$ cat src/svm_ram.sv
// Generic simple dual-port RAM: one write port, one registered read port.
// Read data holds while the read enable is low. No dependencies.
module svm_ram #(
  parameter int WIDTH = 32,
  parameter int DEPTH = 64
) (
  input  logic                     clk,
  input  logic                     we,
  input  logic [$clog2(DEPTH)-1:0] waddr,
  input  logic [WIDTH-1:0]         wdata,
  input  logic                     re,
  input  logic [$clog2(DEPTH)-1:0] raddr,
  output logic [WIDTH-1:0]         rdata
);

  logic [WIDTH-1:0] mem [DEPTH];

  always_ff @(posedge clk) begin
    if (we) begin
      mem[waddr] <= wdata;
    end
    if (re) begin
      rdata <= mem[raddr];
    end
  end

endmodule

$ cat config.mk
export PLATFORM = sky130hd
export DESIGN_NAME = svm_ram
export DESIGN_NICKNAME = d
export VERILOG_FILES = /design/src/svm_ram.sv
export SDC_FILE = /design/constraint.sdc
export NUM_CORES = 2
export LEC_CHECK = 0
export BUFFER_PORTS_ARGS = -buffer_cell sky130_fd_sc_hd__clkbuf_2
export CELL_PAD_IN_SITES_DETAIL_PLACEMENT = 0
export CELL_PAD_IN_SITES_GLOBAL_PLACEMENT = 1
export CORE_ASPECT_RATIO = 1.2
export CORE_MARGIN = 4
export CORE_UTILIZATION = 38
export DETAILED_ROUTE_END_ITERATION = 6
export GPL_TIMING_DRIVEN = 0
export PLACE_DENSITY_LB_ADDON = 0.1
export SYNTH_ARGS = -nofsm -noshare
export SYNTH_HDL_FRONTEND = slang
export SYNTH_SLANG_ARGS = --single-unit
$ cat constraint.sdc
create_clock -name clk -period 3.92 [get_ports clk]
set_input_delay 0.196 -clock clk [delete_from_list [all_inputs] [get_ports clk]]
set_output_delay 0.196 -clock clk [all_outputs]
set_load 0.01 [all_outputs]
==> results.py <==
metrics = {
    "timing": {
        "hold_viol": 0,
        "setup_viol": 0,
        "drv_slew": 0,
        "relSlewSlack_pct": 1.46,
        "rsz0062_at_grt": "false",
        "holdWs_ns": 0.220,
        "worst_slew_pin_slew_ns": 1.48,
        "finalCriticalPeriod_ns": 3.91,
        "post-route-period-util_pct": 99.8,
        "fmax_mhz": 256,
        "clock_skew_ns": 0.0272,
    },
    "grt": {
        "antenna_found_initial": 18,
        "grt_pass1_vias": 39700,
        "overflow": 0,
        "grt_pass1_wl_um": 352000,
        "track_usage_pct": 24.6,
        "grt_max_degree": 65,
    },
    "logic_synthesis": {
        "synth_top_cell_area_share_pct": 79.2,
        "ys.warnings.count": 0,
        "synth_cell_types": 33,
        "yosysSeqAreaShare_pct": 79.2,
        "yosys.area.top_type": "edfxtp_1",
        "netlist_area_um2": 78800,
        "async_flop_share_pct": 0,
        "synthTopCellsByArea": "edfxtp_1 79%, mux4_2 16%, mux2i_1 1.2%",
        "ys_seq_elements": 2080,
        "syn_nets": 3371,
        "dominantRegCellSynth": "edfxtp_1",
        "synth_edf_count": 2080,
        "syn_area_per_cell_um2": 23.7,
        "postSynthCellCount": 3324,
    },
    "power": {
        "power_density_nw_per_um2": 509,
        "power.leakage_uw": 0.0287,
        "internal_power_uw": 36800,
        "ir_drop_uv": 483,
        "pwr-share-clk_pct": 41.8,
        "power.share.sequential_pct": 52.3,
        "pwr-share-comb_pct": 5.9,
        "total_power_uw": 47200,
        "switchingPower_uw": 10400,
        "netSwitchingFraction_pct": 22.1,
    },
    "hold_path": {
        "hold-path-endpoint": "mem[48][11]",
        "hold_start": "wdata[11]",
        "hold_class": "input port to flop",
        "hold_depth": 1,
    },
    "clock_tree": {
        "clkTransAtPathRegs_ns": 0.06,
        "cts_buffer_depth": 3,
        "cts_root_buf": "clkbuf_16",
        "cts_buffers": 208,
        "cts_resized": 0,
        "cts_tree": "yes",
        "clk_latency_ns": 0.84,
        "clock_sinks": 2080,
        "cts-htree-levels": 4,
    },
    "detailed_routing": {
        "routed_wl_um": 265000,
        "first_pass_iters": 6,
        "wl_per_cell_um": 39.7,
        "via_count": 38700,
        "via_per_inst": 5.78,
        "drc": 0,
        "drt-initial-drc-count": 4677,
        "ant_nets": 0,
    },
    "floorplanning": {
        "die_w_um": 424,
        "rows": 182,
        "fp.dieArea_um2": 215000,
        "start_util_pct": 38.3,
        "die_h_um": 507,
        "boundaryPins": 79,
        "core_um2": 206000,
    },
    "critical_path": {
        "path_buf_inv": 4,
        "critPathMaxStageDelay_ns": 1.08,
        "critPathLaunchType": "input port",
        "crit_chain": "buf_2, buf_2, buf_2, buf_1, mux4_2, o22ai_1, nor2_1, a21oi_1, nor2_1",
        "critical_path_arrival_ns": 4.51,
        "r2r_slack_ns": 1.07,
        "critical_path_class": "input port to flop",
        "reg2reg_to": "rdata[18]",
        "crit_top_cell": "buf_2",
        "reg2reg_from": "mem[31][18]",
        "worstSetupEndpointType": "flop",
        "cp.required_ns": 4.52,
        "cp_slowest_cell": "buf_1",
        "r2r_cells": 4,
        "crit_fanout": 10,
        "crit_family": "buffers and inverters",
    },
    "placement": {
        "port_buffers": 70,
        "dpl.hpwl_um": 178000,
        "place_area_um2": 85600,
        "place_congestion": 0.831,
    },
    "run": {
        "drv_cap": 0,
    },
    "final_layout": {
        "finalNetCount": 3788,
        "drive_above_1_share_pct": 30.3,
        "final_area_um2": 92800,
        "syn_to_final_growth_pct": 17.7,
        "nFillCells": 17100,
    },
    "status": {
        "run_status": "completed",
    },
}
## flip-flops by register name (all words and copies together) (netlist names)
signal and count:
mem 2048, rdata 32
## worst max path at each step
stage	startpoint	to	slack (ns)	cells after the start
floorplan	waddr[3]	mem[48][0]	0.56	4
global placement	waddr[4]	mem[49][18]	-3.29	3
detailed placement	raddr[1]	rdata[22]	-0.90	9
CTS	raddr[1]	rdata[22]	0.03	9
global route	raddr[1]	rdata[15]	0.09	9
finish	raddr[1]	rdata[22]	0.009	9
## power by group through the flow
stage | Combinational [uW] | Clock, uW | Sequential, uW
2_1_floorplan | 1200 | 0 | 25200
5_1_grt | 2870 | 21000 | 24700
6_report | 2780 | 19700 | 24700
3_3_place_gp | 2640 | 0 | 25200
3_5_place_dp | 2780 | 0 | 25200
4_1_cts | 2790 | 20100 | 24700
## through the flow
stage                     utilization [%]  setup WS (ns)  std cells  TNS [ns]
after floorplan                         -          0.564       3324         0
after global placement               40.2          -3.29       6154  -3282.32
after detailed placement             41.6         -0.900       6261    -13.28
after CTS                            44.9         0.0284       6652         0
after global routing                 45.1         0.0856       6679         0
final                                45.1        0.00947       6684         0
## timing repair
item	CTS	global route
hold buffers	6	14
endpoints found under the hold margin	96	385
buffers inserted	0	0
## area by class of cell
type | instances | area [um2] | share of cell area (%)
Clock buffer | 253 | 5480 | 5.91
Buffer | 182 | 896 | 0.966
Sequential cell | 2080 | 62500 | 67.3
Antenna cell | 8 | 20.0 | 0.0216
Multi-Input combinational cell | 1062 | 16000 | 17.2
Clock inverter | 132 | 1230 | 1.33
Timing Repair Buffer | 207 | 3250 | 3.50
Tap cell | 2760 | 3450 | 3.72
## routing by layer
layer / vias up / share of wire [%] / track usage, % / wire (um)
met1: 21300 / 37 / 30.5 / 97600
met5: - / 0.0045 / 0 / 12
met3: 444 / 6.1 / 3.31 / 16100
li1: 15200 / - / - / -
met4: 2 / 6.3 / 13.3 / 16700
met2: 1748 / 51 / 42.1 / 135000
## placed cells by master, fill, tap and decap left out, types with 53 or more instances in the layout
master	synthesis	routed
a21oi_1	62	62
buf_12	0	55
buf_16	0	53
buf_2	57	68
clkbuf_1	74	107
clkbuf_16	0	213
edfxtp_1	2080	2080
mux2i_1	93	93
mux4_2	544	544
nor2_1	137	75
nor2_4	0	62
o22ai_1	84	84
## cell families (layout without fill, tap and decap cells)
kind of cell	Yosys count	after routing	share of synthesized area (%)
compound gates	202	202	1.67
flops	2080	2080	79.2
buf+inv	182	774	1.12
mux	637	637	16.7
simple gates	223	223	1.26
other cells	0	8	0
## cells in the mapped netlist, types with 4 or more instances
cell      instances
nor3_1            7
o22ai_1          84
o221ai_1         27
buf_6             5
nand3_1           5
nand2b_1          8
edfxtp_1       2080
clkbuf_1         74
buf_2            57
mux2i_1          93
o32ai_1           4
buf_1            21
nand2_1          26
a22oi_1          12
mux4_2          544
nand3b_1          5
buf_4            25
a21oi_1          62
nor2_1          137
a41o_1            4
and3_1            4
nor2b_1          15
a311oi_1          8
No activity file was read; power rests on OpenSTA's default activity.
